<file path="config.mk">
export PLATFORM = sky130hd
export DESIGN_NAME = shell_word_splitter
export DESIGN_NICKNAME = d
export VERILOG_FILES = /design/src/rtl/sws_pkg.sv /design/src/rtl/sws_step.sv /design/src/rtl/shell_word_splitter.sv
export SDC_FILE = /design/constraint.sdc
export NUM_CORES = 1
export LEC_CHECK = 0
export BUFFER_PORTS_ARGS = -buffer_cell sky130_fd_sc_hd__buf_2
export CAP_MARGIN = 20
export CORE_ASPECT_RATIO = 1.2
export CORE_UTILIZATION = 50
export DETAILED_ROUTE_END_ITERATION = 10
export PLACE_DENSITY = 0.74
export SLEW_MARGIN = 25
export SYNTH_ARGS = -nofsm -noshare
export SYNTH_HDL_FRONTEND = slang
export SYNTH_SLANG_ARGS = --single-unit
</file>
<file path="constraint.sdc">
create_clock -name clk -period 4.6 [get_ports clk]
set_clock_uncertainty 0.1 [all_clocks]
set_input_delay 0.69 -clock clk [delete_from_list [all_inputs] [get_ports clk]]
set_output_delay 0.69 -clock clk [all_outputs]
set_load 0.1 [all_outputs]
</file>
<file path="src/rtl/sws_pkg.sv">
// Shared types and character codes for the shell word splitter.
`default_nettype none

package sws_pkg;

	typedef enum logic [1:0] {
		KIND_BYTE = 2'd0,
		KIND_END  = 2'd1,
		KIND_OK   = 2'd2,
		KIND_ERR  = 2'd3
	} kind_t;

	typedef enum logic [1:0] {
		QUOTE_NONE   = 2'd0,
		QUOTE_SINGLE = 2'd1,
		QUOTE_DOUBLE = 2'd2
	} quote_t;

	localparam logic [7:0] CH_BSL    = 8'h5C;
	localparam logic [7:0] CH_SQ     = 8'h27;
	localparam logic [7:0] CH_DQ     = 8'h22;
	localparam logic [7:0] CH_DOLLAR = 8'h24;
	localparam logic [7:0] CH_NL     = 8'h0A;
	localparam logic [7:0] CH_TAB    = 8'h09;
	localparam logic [7:0] CH_CR     = 8'h0D;
	localparam logic [7:0] CH_SPACE  = 8'h20;
	localparam logic [7:0] CH_NUL    = 8'h00;

	typedef struct packed {
		kind_t       kind;
		logic [7:0]  data;
		logic [5:0]  arg_number;
		logic        last;
	} res_t;

	typedef struct packed {
		logic [1:0]  count;
		res_t        r0;
		res_t        r1;
	} step_out_t;

endpackage

`default_nettype wire

</file>
<file path="src/rtl/sws_step.sv">
// Per-byte split logic: next parser state and up to two results.
`default_nettype none

module sws_step import sws_pkg::*; #(
	parameter int ARG_LIMIT = 64,
	parameter int ARG_BYTES = 1024
) (
	input  quote_t                         quote,
	input  logic                           escape,
	input  logic [$clog2(ARG_BYTES)-1:0]   length,
	input  logic [$clog2(ARG_LIMIT)-1:0]   count,
	input  logic [7:0]                     text_byte,
	input  logic                           end_of_line,
	output quote_t                         quote_nxt,
	output logic                           escape_nxt,
	output logic [$clog2(ARG_BYTES)-1:0]   length_nxt,
	output logic [$clog2(ARG_LIMIT)-1:0]   count_nxt,
	output step_out_t                      res
);

	localparam int LEN_W = $clog2(ARG_BYTES);
	localparam int CNT_W = $clog2(ARG_LIMIT);
	localparam logic [LEN_W-1:0] LEN_CAP = LEN_W'(ARG_BYTES - 1);
	localparam logic [CNT_W-1:0] CNT_CAP = CNT_W'(ARG_LIMIT - 1);

	logic             eol;
	logic             blank;
	logic             special;
	logic [CNT_W-1:0] count_inc;
	logic [CNT_W+5:0] cur_ext;
	logic [CNT_W+5:0] inc_ext;
	logic [5:0]       num_cur;
	logic [5:0]       num_inc;
	logic             do_keep;
	logic             add_bsl;
	logic             k1;
	logic             k2;
	logic [LEN_W-1:0] len_a;
	res_t             bsl_res;
	res_t             chr_res;

	assign eol       = end_of_line || (text_byte == CH_NUL);
	assign blank     = (text_byte == CH_SPACE) || (text_byte >= CH_TAB && text_byte <= CH_CR);
	assign special   = (text_byte == CH_BSL) || (text_byte == CH_DQ) ||
		(text_byte == CH_DOLLAR) || (text_byte == CH_NL);
	assign count_inc = count + CNT_W'(1);
	// arg_number is the count taken modulo 64
	assign cur_ext   = {6'd0, count};
	assign inc_ext   = {6'd0, count_inc};
	assign num_cur   = cur_ext[5:0];
	assign num_inc   = inc_ext[5:0];

	// backslash first (if kept), then the byte; each against the length cap
	assign k1    = add_bsl && (length < LEN_CAP);
	assign len_a = length + LEN_W'(k1);
	assign k2    = len_a < LEN_CAP;

	always_comb begin
		bsl_res            = '0;
		bsl_res.kind       = KIND_BYTE;
		bsl_res.data       = CH_BSL;
		bsl_res.arg_number = num_cur;
		chr_res            = '0;
		chr_res.kind       = KIND_BYTE;
		chr_res.data       = text_byte;
		chr_res.arg_number = num_cur;
	end

	always_comb begin
		quote_nxt  = quote;
		escape_nxt = escape;
		length_nxt = length;
		count_nxt  = count;
		do_keep    = 1'b0;
		add_bsl    = 1'b0;
		res        = '0;
		if (eol) begin
			quote_nxt  = QUOTE_NONE;
			escape_nxt = 1'b0;
			length_nxt = '0;
			count_nxt  = '0;
			if (quote != QUOTE_NONE) begin
				res.count         = 2'd1;
				res.r0.kind       = KIND_ERR;
				res.r0.arg_number = num_cur;
			end else if (length != '0) begin
				res.count         = 2'd2;
				res.r0.kind       = KIND_END;
				res.r0.arg_number = num_cur;
				res.r1.kind       = KIND_OK;
				res.r1.arg_number = num_inc;
			end else begin
				res.count         = 2'd1;
				res.r0.kind       = KIND_OK;
				res.r0.arg_number = num_cur;
			end
		end else if (count >= CNT_CAP) begin
			// argument cap hit: drop the rest of the line
		end else if (escape) begin
			escape_nxt = 1'b0;
			do_keep    = 1'b1;
			add_bsl    = (quote == QUOTE_DOUBLE) && !special;
		end else if (text_byte == CH_BSL && quote != QUOTE_SINGLE) begin
			escape_nxt = 1'b1;
		end else if (text_byte == CH_SQ && quote != QUOTE_DOUBLE) begin
			quote_nxt = (quote == QUOTE_SINGLE) ? QUOTE_NONE : QUOTE_SINGLE;
		end else if (text_byte == CH_DQ && quote != QUOTE_SINGLE) begin
			quote_nxt = (quote == QUOTE_DOUBLE) ? QUOTE_NONE : QUOTE_DOUBLE;
		end else if (blank && quote == QUOTE_NONE) begin
			if (length != '0) begin
				res.count         = 2'd1;
				res.r0.kind       = KIND_END;
				res.r0.arg_number = num_cur;
				count_nxt         = count_inc;
				length_nxt        = '0;
			end
		end else begin
			do_keep = 1'b1;
		end

		if (do_keep) begin
			res.count  = 2'({1'b0, k1} + {1'b0, k2});
			res.r0     = k1 ? bsl_res : chr_res;
			res.r1     = chr_res;
			length_nxt = len_a + LEN_W'(k2);
		end

		res.r0.last = (res.count == 2'd1);
		res.r1.last = 1'b1;
	end

endmodule

`default_nettype wire

</file>
<file path="src/rtl/shell_word_splitter.sv">
// Top level: parser state registers and a two-slot result buffer.
//
//  channel | signals                                      | role
//  --------+----------------------------------------------+-------------------
//  in      | in_valid, in_ready, text_byte, end_of_line   | one line byte/beat
//  out     | out_valid, out_ready, kind, out_byte,        | one result/beat
//          | arg_number, last_of_run                      |
//
// One input beat per cycle while in_ready is high; a beat that yields two results
// holds in_ready low while the second result drains. Results appear the cycle after
// the input beat. in_ready rises whenever the two-slot buffer will be empty
// after this cycle's output beat. Reset clears parser state and the buffer.
`default_nettype none

module shell_word_splitter import sws_pkg::*; #(
	parameter int ARG_LIMIT = 64,
	parameter int ARG_BYTES = 1024
) (
	input  logic       clk,
	input  logic       arst_n,
	input  logic       in_valid,
	output logic       in_ready,
	input  logic [7:0] text_byte,
	input  logic       end_of_line,
	output logic       out_valid,
	input  logic       out_ready,
	output logic [1:0] kind,
	output logic [7:0] out_byte,
	output logic [5:0] arg_number,
	output logic       last_of_run
);

	localparam int LEN_W = $clog2(ARG_BYTES);
	localparam int CNT_W = $clog2(ARG_LIMIT);

	quote_t           quote_q, quote_nxt;
	logic             escape_q, escape_nxt;
	logic [LEN_W-1:0] length_q, length_nxt;
	logic [CNT_W-1:0] count_q, count_nxt;
	step_out_t        step;
	res_t             slot0_q, slot1_q;
	logic [1:0]       fill_q;
	logic             push, pop;

	sws_step #(
		.ARG_LIMIT (ARG_LIMIT),
		.ARG_BYTES (ARG_BYTES)
	) u_step (
		.quote       (quote_q),
		.escape      (escape_q),
		.length      (length_q),
		.count       (count_q),
		.text_byte   (text_byte),
		.end_of_line (end_of_line),
		.quote_nxt   (quote_nxt),
		.escape_nxt  (escape_nxt),
		.length_nxt  (length_nxt),
		.count_nxt   (count_nxt),
		.res         (step)
	);

	assign out_valid = (fill_q != 2'd0);
	assign pop       = out_valid && out_ready;
	assign in_ready  = (fill_q == 2'd0) || (fill_q == 2'd1 && pop);
	assign push      = in_valid && in_ready;

	assign kind        = slot0_q.kind;
	assign out_byte    = slot0_q.data;
	assign arg_number  = slot0_q.arg_number;
	assign last_of_run = slot0_q.last;

	always_ff @(posedge clk or negedge arst_n) begin
		if (!arst_n) begin
			quote_q  <= QUOTE_NONE;
			escape_q <= 1'b0;
			length_q <= '0;
			count_q  <= '0;
			fill_q   <= 2'd0;
		end else begin
			if (push) begin
				quote_q  <= quote_nxt;
				escape_q <= escape_nxt;
				length_q <= length_nxt;
				count_q  <= count_nxt;
				fill_q   <= step.count;
			end else if (pop) begin
				fill_q <= fill_q - 2'd1;
			end
		end
	end

	// push only happens with the buffer draining empty, so it reloads both slots
	always_ff @(posedge clk) begin
		if (push) begin
			slot0_q <= step.r0;
			slot1_q <= step.r1;
		end else if (pop) begin
			slot0_q <= slot1_q;
		end
	end

	a_fill_range: assert property (@(posedge clk) disable iff (!arst_n)
		fill_q != 2'd3)
		else $error("result buffer fill out of range");

	a_line_end_clears: assert property (@(posedge clk) disable iff (!arst_n)
		push && (end_of_line || text_byte == CH_NUL) |=>
		quote_q == QUOTE_NONE && !escape_q && length_q == '0 && count_q == '0)
		else $error("parser state not cleared after line end");

	a_status_last: assert property (@(posedge clk) disable iff (!arst_n)
		out_valid && (kind == KIND_OK || kind == KIND_ERR) |-> last_of_run)
		else $error("line status is not the last result of its beat");

	a_second_slot_last: assert property (@(posedge clk) disable iff (!arst_n)
		fill_q == 2'd2 |-> slot1_q.last && !slot0_q.last)
		else $error("two-result beat with bad last flags");

endmodule

`default_nettype wire
</file>
### Word level (Yosys, flattened, before mapping)

Cells that the tools add are included.

* register bits: 54
* input bits: 13
* logic and storage cells: 148
* output and inout port bits: 19

* magnitude comparators: 5
* mux-type cells: 69
* add/sub/neg operators: 5
* bitwise gates (word level): 1
* reduce and logical (&&, ||, !) cells: 34
* equality and inequality tests: 22

Operators with widths (count)
* $mux W6: 19
* $mux W10: 9
* $mux W36: 1
* $mux W4: 9
* $mux W17: 2
* $eq A8 B6 Y1 const B: 4
* $mux W2: 12
* $add A10 B1 Y10: 2
* $lt A10 B10 Y1 const B: 2
* $reduce_and A8 Y1: 2
* $mux W1: 15
* $mux W15: 1
* $ne A3 B1 Y1 const B: 5
* $ne A2 B1 Y1 const B: 6
* $logic_and A1 B1 Y1: 10
* $reduce_bool A10 Y1: 1
* $reduce_bool A2 Y1: 5
* $reduce_bool A3 Y1: 3
* $eq A8 B4 Y1 const B: 1
* $eq A8 B7 Y1 const B: 1
* $ge A8 B4 Y1 const B: 1
* $le A8 B4 Y1 const B: 1
* $logic_not A8 Y1: 1
* $add A6 B1 Y6 const B: 1
* other kinds (14): 22

### Depth between registers and ports, before layout

Gate-level depths: netlist of the first run.

* depth after elaboration: 16
* mapped depth: 20
* gate-level depth less buffers: 18

### Hierarchy

A second synthesis of the first run with hierarchy kept.

* cells, all modules: 358
* area, all modules: 3756.1 um^2

Modules (own cells, without submodules)
* shell_word_splitter: cells an instance 109, seq. area each 1546.5 um^2, area an instance 2143.3 um^2, instances 1
* sws_step: cells an instance 249, seq. area each 0.0 um^2, area an instance 1612.8 um^2, instances 1

### Worst setup path before layout of the first run

Ideal clock, no wire load.

* path kind: in2reg
* start: input text_byte[2]
* end: register length_q[4]
* stages: 19
* data required time: 4374 ps
* setup time: 126 ps
* buffers on the path: 2
* slack: -160 ps
* arrival: 4534 ps
* cells stage by stage: clkbuf_1 -> nor2_1 -> a41oi_2 -> o21ai_0 -> a2111oi_2 -> ha_1 -> ha_1 -> clkbuf_1 -> and4b_1 -> a31oi_1 -> o22ai_1 -> nand3_1 -> ha_1 -> ha_1 -> a21o_1 -> a22o_1 -> a22oi_1 -> nor4_1 -> a221o_1

* longest elaborated chain between the ends: 14
* elaborated cells between the ends (all ways): 45
* classes of those cells: add/sub: 2; order compare: 3; eq/ne: 11; mux: 12; reduce/logical: 17

RTL lines
* start: declaration: line shell_word_splitter.sv:23 `input logic [7:0] text_byte,`
* $eq A8 B7 Y1 or $eq A8 B6 Y1 (tied branches): line sws_step.sv:44, sws_step.sv:103, sws_step.sv:107
* $logic_or A1 B1 Y1 (2 in series): line sws_step.sv:44 `assign special = (text_byte == CH_BSL) || (text_byte == CH_DQ) ||`
* $logic_or A1 B1 Y1: line sws_step.sv:45 `(text_byte == CH_DOLLAR) || (text_byte == CH_NL);`
* $logic_not A1 Y1: line sws_step.sv:102 `add_bsl = (quote == QUOTE_DOUBLE) && !special;`
* $logic_and A1 B1 Y1: line sws_step.sv:102
* $mux W1: line sws_step.sv:99 `end else if (escape) begin`
* $mux W1: line sws_step.sv:97 `end else if (count >= CNT_CAP) begin`
* $mux W1: line sws_step.sv:77 `if (eol) begin`
* $logic_and A1 B1 Y1: line sws_step.sv:54 `assign k1 = add_bsl && (length < LEN_CAP);`
* $add A10 B1 Y10: line sws_step.sv:55 `assign len_a = length + LEN_W'(k1);`
* $lt A10 B10 Y1: line sws_step.sv:56 `assign k2 = len_a < LEN_CAP;`
* $add A10 B1 Y10: line sws_step.sv:125 `length_nxt = len_a + LEN_W'(k2);`
* $mux W10: line sws_step.sv:121 `if (do_keep) begin`
* end signal: assignment: line shell_word_splitter.sv:83 `length_q <= length_nxt;`
* end: declaration: line shell_word_splitter.sv:38 `logic [LEN_W-1:0] length_q, length_nxt;`

Several ways; a longest one is shown, not always the timed one.
A chain may end at the register's enable or synchronous reset.

### Worst setup path in the final report of the first run

* start: input text_byte[5]
* end: register length_q[4]

The elaborated chain is that of the path after synthesis.

==> summary by stage, run 1 <==
Synth
The synthesized area is roughly 3300 µm². The post-synthesis cell count is 351. Yosys printed 0 warnings. In the synthesized netlist the dominant register cell turns out to be sky130_fd_sc_hd__edfxtp_1. When the netlist entered floorplanning its net count stood at 372. The cell type with the highest aggregate area in the netlist is sky130_fd_sc_hd__edfxtp_1. The synthesized area per cell is around 9.3 µm². Synthesis inferred 53 register bits. The sequential share of the synthesized area is 0.4545. The share of synthesized area in the top cell type comes to 0.2938.

In this run, synthesis inferred 32 flip-flops with an integrated enable. The share of synthesized registers carrying an async set or reset is 0.3962. The number of different library cells used by synthesis comes to 64.

In the post-synthesis netlist, the biggest area contributors are sky130_fd_sc_hd__edfxtp_1 (29%), sky130_fd_sc_hd__dfrtp_1 (16%), sky130_fd_sc_hd__nand2_1 (5.0%), sky130_fd_sc_hd__and3_1 (3.1%), sky130_fd_sc_hd__ha_1 (3.1%).

Layout
The library cells used most frequently in the layout, excluding fill and tap cells, are sky130_fd_sc_hd__nand2_1 (44), sky130_fd_sc_hd__edfxtp_1 (32), sky130_fd_sc_hd__buf_2 (31). The number of antenna cells inserted is 0. The net count of the finished layout is 397.

The library cell used most frequently in the layout, excluding fill and tap cells, is sky130_fd_sc_hd__nand2_1. Relative to the synthesized area, the layout overhead comes to 10.56%. The layout has between 500 and 600 filler cells. Once layout is complete, the cells apart from fillers number 459. For this run, the share of the core covered by cells in the final layout is 0.5863. After routing the design area is between 3000 and 4000 µm². In the final layout, the share of cells above drive strength 1 is 0.1538.

Global routing
The first-pass GRT wire length is between 10,000 and 15,000 µm. The number of global-route vias before repair was roughly 2,500. The sum of overflow across all layers after global routing is 0. Entering global routing, the biggest net connects 28 pins. The number of antenna violations at the first check in global routing is 0.

Across every metal layer, demand over resource in global routing totals 0.2209.

Timing
For this run, the top clock speed supported by timing is 234.8 MHz. The post-layout minimum cycle time is 4.258 ns. The actual slew at the worst max-slew pin is ~0.66 ns. Of the available clock period, the critical path in the final layout requires 0.9257.

The final setup violation count is 0. The number of hold violations in the final report is 0. The final max-slew violation count is 0. Setup repair after global routing left no endpoint under its margin. Headroom to the max-slew limit came out at 0.5592. The tightest hold path in the finished design has a slack of ~0.24 ns.

Worst setup path
The worst setup path is captured at a flip-flop. The critical path arrival is around 4.4 ns. STA classifies the critical path startpoint as an input port. The most common cell type on the critical path is sky130_fd_sc_hd__ha_1. The standard cell with the maximum stage delay on the critical path is sky130_fd_sc_hd__or4b_1.

The cell family with the largest share of critical-path delay is compound AO/OA/AOI/OAI gates. The required arrival time at the worst endpoint is roughly 4.7 ns. In this run the worst path has a maximum fanout of 10. Traced cell by cell, the critical path runs through buf_2, or4b_1, o211ai_1, a2111oi_4, ha_1, ha_1, nand2b_1, nor3_1, a21oi_1, nor3_1, nand3_1, ha_1, ha_1, a21o_1, a22o_1, a22oi_1, nor4_1, a221o_1. The type of the setup path with the least slack is in2reg. The maximum single-stage delay on the critical path is 0.57 ns.

The critical path buffer and inverter count is 1.

Clocking
The H-tree depth is 2. The count of hold buffers inserted by post-cts repair is 0. The clock root buffer master is sky130_fd_sc_hd__clkbuf_8. TritonCTS built the clock tree. For the worst-skew pair, the clock arrives at the later sink with an insertion delay of about 0.3 ns. Clock-pin slew was measured on the worst setup and hold paths at about 0.10 ns. TritonCTS created 5 clock buffers. No sink is reached through more buffers than the 2 on the longest clock path.

Clock tree synthesis found a total of between 50 and 60 sinks.

Floorplan
The floorplan die width is 75.83 µm. The effective utilization at floorplan is 0.5303. The number of I/O pins is 32. The floorplan has 31 rows. From bottom edge to top edge, the die measures approximately 90 µm.

The area of the core is 6167 µm². The die footprint is 6870 µm².

Detailed routing
After detailed routing, the number of remaining DRC violations is 0. The number of routed nets with antenna violations is 0. The routed design has around 7000 µm of wire. The detailed router finished its first iteration with 246 violations.

The detailed router placed ~2,700 vias in this run. The routed length per placed instance is around 15 µm. The count of TritonRoute iterations in the first routing pass is 4. The via-per-instance ratio is about 5.9.

Placed design
The weighted congestion reported at the end of routability-driven placement is 0.9210. Input and output buffers added on the ports amount to 31. Summed over all nets, the half-perimeter wirelength after detailed placement is ~5200 µm. In this run, placement finished with an instance count of 450. The placed cell area is ~3500 µm².

Power and ir drop
VDD sags by at most 408.3 µV. For this design the static power due to leakage is between 1 and 1.5 nW. Power spread over the standard cell area amounts to 526.1 nW/µm². The design draws 1.903 mW.

Outcome
The flow ran to the end, and the final reports show no timing, DRC or antenna violations.

Job
The max-capacitance violation count is 0.

Hold path
The worst hold path belongs to the class in2async.
==> logic make-up (layout without fill, tap and decap cells) <==
logic type,count (synthesis),count (layout),synth area share
simple gates,163,163,0.2556
compound gates,87,87,0.1974
buf+inv,31,57,0.03787
xor+xnor,9,9,0.02410
fa+ha+maj,8,8,0.03061
flops,53,53,0.4545
==> path summary, 6_finish.rpt <==
check	start	to	slack, ns	cells after the start
worst max register to register	count_q[1]	length_q[4]	0.50	18
worst min-delay path	arst_n	fill_q[1]	0.24	1
worst min register to register	slot1_q[16]	kind[1]	0.44	2
worst max-delay path	text_byte[5]	length_q[4]	0.34	18
max in group asynchronous	arst_n	length_q[0]	3.82	1
min in group clk	slot1_q[16]	kind[1]	0.44	2
==> layer usage <==
layer | up-vias | wire length (µm) | share of wire | GRT usage
met5 | - | 0 | 0 | 0
met4 | 0 | 63 | 0.0091 | 0.04784
met3 | 5 | 193 | 0.028 | 0.02455
met2 | 57 | 3540 | 0.51 | 0.3768
met1 | 1283 | 3127 | 0.45 | 0.2944
li1 | 1369 | - | - | -
==> worst register-to-register path: cells and delay by family, from the launching register on <==
family / cells / cell delay, ns
flops: 1 / 0.44
compound gates: 7 / 1.31
buf+inv: 1 / 0.15
simple gates: 5 / 0.86
fa+ha+maj: 5 / 1.12
==> cell usage after synthesis (4+ instances only) <==
cell / instances
sky130_fd_sc_hd__nor4_1: 8
sky130_fd_sc_hd__clkbuf_1: 18
sky130_fd_sc_hd__nand2b_1: 5
sky130_fd_sc_hd__and2_1: 8
sky130_fd_sc_hd__a22o_1: 7
sky130_fd_sc_hd__o21ai_0: 9
sky130_fd_sc_hd__edfxtp_1: 32
sky130_fd_sc_hd__inv_1: 7
sky130_fd_sc_hd__nor2b_1: 5
sky130_fd_sc_hd__nor2_1: 23
sky130_fd_sc_hd__xnor2_1: 8
sky130_fd_sc_hd__or3_1: 4
sky130_fd_sc_hd__ha_1: 8
sky130_fd_sc_hd__o21ai_1: 14
sky130_fd_sc_hd__and3_1: 16
sky130_fd_sc_hd__a221o_1: 7
sky130_fd_sc_hd__nand3_1: 20
sky130_fd_sc_hd__a311oi_1: 4
sky130_fd_sc_hd__nand2_1: 44
sky130_fd_sc_hd__dfrtp_1: 21
sky130_fd_sc_hd__a21oi_1: 10
sky130_fd_sc_hd__nor3_1: 10
sky130_fd_sc_hd__nand4_1: 6
==> sequential cells by signal, indices dropped and copies added, names as in the netlist, 2 cells and up <==
| signal | count |
|---|---|
| arg_number | 6 |
| count_q | 6 |
| fill_q | 2 |
| kind | 2 |
| length_q | 10 |
| out_byte | 8 |
| quote_q | 2 |
| slot1_q | 15 |
==> report_power, final <==
group          internal (mW)  switching [mW]
combinational          0.173           0.752
sequential             0.655          0.0514
clock                  0.110           0.161
total                  0.938           0.964
==> timing repair <==
item,in CTS,in global routing
buffers inserted,0,1
resized for setup,0,0
endpoints found under the setup margin,0,2
==> metrics by stage <==
step | TNS, ns | setup WS [ns]
2_1_floorplan | 0 | 0.07489
3_3_place_gp | 0 | 0.01566
3_5_place_dp | -0.02660 | -0.02660
4_1_cts | 0 | 0.2279
5_1_grt | 0 | 0.008607
6_report | 0 | 0.3419
==> cell type report <==
cell class | count | area, µm² | area share
Multi-Input combinational cell | 267 | 1673 | 0.4626
Sequential cell | 53 | 1486 | 0.4111
Timing Repair Buffer | 41 | 230.2 | 0.06367
Tap cell | 82 | 102.6 | 0.02837
Clock buffer | 5 | 68.82 | 0.01903
Inverter | 8 | 30.03 | 0.008304
Clock inverter | 3 | 25.02 | 0.006920
Note: power is estimated with default switching activity, not from simulation.
==> inputs of run 2 (changes only) <==
Settings changed: CORE_UTILIZATION 50 to 40, CTS_BUF_LIST set to sky130_fd_sc_hd__clkbuf_8, PLACE_DENSITY 0.74 to 0.63.
==> run 2 against run 1 <==
  * The flow now finishes with violations (DRC)
  * Hold slack better by 0.0052 ns
  * First-iteration DRC count down 22%
  * Setup slack worse by 0.034 ns
  * Cell area up 0.35%
  * Sequential power about the same
  * Critical path depth unchanged
  * Sequential cell count unchanged
  * Clock power about the same
  * Die area up 24%
  * Via count up 2.8%
  * Largest cell class unchanged
  * Highest routed layer unchanged
==> summary by stage, run 2 (synthesis results as in run 1) <==
Outcome
The checks that failed: DRC. The flow ran to the end, but the final reports show violations.

Hold path
The class of the tightest hold or removal check is in2async.

Layout
The sequential cell area is 1486 µm² (unchanged). The number of filler cells placed in the layout is 743 (+45%). The final design area excluding fillers is 3628 µm² (+0.35%). The number of nets in the finished design is 397 (unchanged). The total area of multi-input combinational cells is 1673 µm² (unchanged). The number of antenna cells inserted is 0 (unchanged). The utilization of the core after routing is 0.4655 (-0.1208). The most common cell after layout, fill and taps aside is sky130_fd_sc_hd__nand2_1. The top cell types in the final layout, fill and taps aside, are sky130_fd_sc_hd__nand2_1 (44), sky130_fd_sc_hd__edfxtp_1 (32), sky130_fd_sc_hd__buf_2 (31). The number of flip-flops under the largest register name is 15 (unchanged). The area growth from synthesis to layout is 10.94%.

The fraction of layout instances using a drive strength above 1 is 0.1538 (unchanged). Ranked by flip-flop count, first place goes to slot1_q.

Worst setup path
The worst setup path is of the reg2reg kind. In this design, the largest share of critical-path delay is due to compound AO/OA/AOI/OAI gates. The startpoint identified for the worst register-to-register timing path is count_q[0].

The signal on the critical path passes through ha_1, and3_1, and3_1, a2111oi_4, ha_1, ha_1, buf_4, and4b_1, a31oi_1, o22ai_1, nand3_1, ha_1, ha_1, a21o_1, a22o_1, a22oi_1, nor4_1, a221o_1. The slack of the worst reg-to-reg path is 0.31 ns (-0.19 ns). The terminus of the critical flop-to-flop path is length_q[4]. The maximum single-stage delay on the critical path is 0.47 ns (-0.10 ns). The required arrival time at the worst endpoint is 4.70 ns (about the same). The largest individual stage delay along the critical path comes from the cell sky130_fd_sc_hd__dfrtp_1. The depth of the most critical reg-to-reg path came to 18 (unchanged).

The most common cell type on the critical path is sky130_fd_sc_hd__ha_1. The startpoint of the most critical setup path is count_q[0]. The largest driver fanout on the critical path is 7 (-3).

STA classifies the critical path startpoint as a flip-flop. The critical path endpoint category is a flip-flop. The critical path arrival is 4.39 ns (+0.03 ns). The critical path buffer and inverter count is 1 (unchanged).

Detailed routing
The routed length per placed instance came to 15.91 µm (+5.5%). The via-per-instance ratio was 5.949 (+0.61%). The number of routed nets with antenna violations was 0 (unchanged). The number of remaining DRC errors is 8 (+8). The count of TritonRoute iterations in the first routing pass is 7 (+3). The violation count after the first detailed-routing iteration was 192 (-22%). The total via count in the routed design is 2,790 (+2.8%).

The aggregate routed wire length is 7463 µm (+7.8%).

Timing
Setup repair after global routing left no endpoint under its margin. The number of hold violations in the final report came to 0 (unchanged). The final max-slew violation count came to 0 (unchanged). The final cycle utilization of the critical path came to 0.9332 (+0.007487). The actual slew at the worst max-slew pin was 0.6703 ns (+0.01075 ns). The worst hold slack across all endpoints is 0.2422 ns (+0.005180 ns). The highest clock frequency the design can meet is 233.0 MHz (-0.80%). The normalized max-slew margin is 0.5521 (-0.007184).

The total negative slack is 0 ns (unchanged). The final setup violation count came to 0 (unchanged). The post-layout minimum cycle time is 4.293 ns (+0.03444 ns).

Floorplan
The floorplan die width is 84.55 µm (+11%). The number of I/O pins was 32 (unchanged). The area of the core is 7795 µm² (+26%).

The die footprint is 8544 µm² (+24%). The row count was 35 (+13%). The effective utilization at floorplan came to 0.4196 (-0.1107). The height of the die is 101.1 µm (+12%).

Global routing
The number of antenna violations at the first check in global routing was 0 (unchanged). The total global routing track utilization was 0.1835 (-0.03739). The largest net degree at the start of global routing came to 35 (+25%). The sum of overflow across all layers after global routing is 0 (unchanged). The first-pass GRT wire length is 12,520 µm (+5.9%). The number of global-route vias before repair is 2,579 (+3.1%).

Placed design
The placed cell area is 3535 µm² (+0.57%). The placed wire-length estimate after detailed placement came to 5294 µm (+2.7%). The number of port buffers was 31 (unchanged).

The weighted congestion reported at the end of routability-driven placement is 0.8860 (-3.8%).

Clocking
The count of hold buffers inserted by post-cts repair is 0 (unchanged). The clock network latency to the later pin of the worst-skew pair came to 0.31 ns (about the same). The number of clock buffers inserted by TritonCTS is 5 (unchanged). TritonCTS built the clock tree. The clock root buffer master is sky130_fd_sc_hd__clkbuf_8. The clock transition at the registers of the reported paths is 0.10 ns (about the same). The number of clock sinks is 53 (unchanged).

The maximum root-to-sink buffer count came to 2 (unchanged). The number of buffers added for setup after CTS is 0 (unchanged). The post-cts resize count was 0 (unchanged).

The H-tree depth came to 2 (unchanged).

Power and ir drop
The reported leakage power is 1.464 nW (about the same). The maximum resistive drop on vdd is 132.4 µV (-68%). The total design power is 1.907 mW (+0.23%). The total power density per cell area is 525.5 nW/µm² (-0.12%).

Job
The max-capacitance violation count is 0 (unchanged).
run 2: cell counts in the layout (fill, tap and decap cells not counted):
No cell type changed its count.
run 2: worst register-to-register path: stages (launching register included):
cell and delay (ns):
sky130_fd_sc_hd__dfrtp_1 0.47, sky130_fd_sc_hd__ha_1 0.27, sky130_fd_sc_hd__and3_1 0.21, sky130_fd_sc_hd__and3_1 0.27, sky130_fd_sc_hd__a2111oi_4 0.31, sky130_fd_sc_hd__ha_1 0.24
sky130_fd_sc_hd__ha_1 0.17, sky130_fd_sc_hd__buf_4 0.16, sky130_fd_sc_hd__and4b_1 0.20, sky130_fd_sc_hd__a31oi_1 0.04, sky130_fd_sc_hd__o22ai_1 0.23, sky130_fd_sc_hd__nand3_1 0.15
sky130_fd_sc_hd__ha_1 0.23, sky130_fd_sc_hd__ha_1 0.26, sky130_fd_sc_hd__a21o_1 0.18, sky130_fd_sc_hd__a22o_1 0.17, sky130_fd_sc_hd__a22oi_1 0.19, sky130_fd_sc_hd__nor4_1 0.07
sky130_fd_sc_hd__a221o_1 0.26
run 2: cell type report:
cell class | instances | share of cell area
multi-input cells | 267 | 0.4610
flip-flops and latches | 53 | 0.4097
repair buffers | 41 | 0.06345
well taps | 92 | 0.03172
clock buffers | 5 | 0.01897
inverters | 8 | 0.008276
clock inverters | 3 | 0.006897
run 2: where the power goes:
part | internal, mW | switching [mW]
logic | 0.173 | 0.753
clock network | 0.110 | 0.163
registers | 0.655 | 0.0533
run 2: how the worst max path moves through the flow:
stage,depth (start not counted),slack (ns),end
finish,18,0.31,length_q[4]
global route,18,0.04,length_q[4]
CTS,18,0.31,length_q[4]
detailed placement,18,0.07,length_q[4]
global placement,18,0.15,length_q[4]
floorplan,19,0.07,length_q[4]
run 2: layer usage:
metal / GRT usage / vias to the layer above / routed length, µm
met1: 0.2301 / 1355 / 3486
met4: 0.06258 / 0 / 67
li1: - / 1382 / -
met5: 0 / - / 0
met2: 0.3277 / 49 / 3714
met3: 0.02211 / 4 / 196
run 2: per-stage QoR:
stage               worst slack (ns)  cells
floorplan                    0.07489    351
global placement              0.1497    461
detailed placement           0.06577    461
CTS                           0.3083    469
global route                 0.03690    469
finish                        0.3074    469
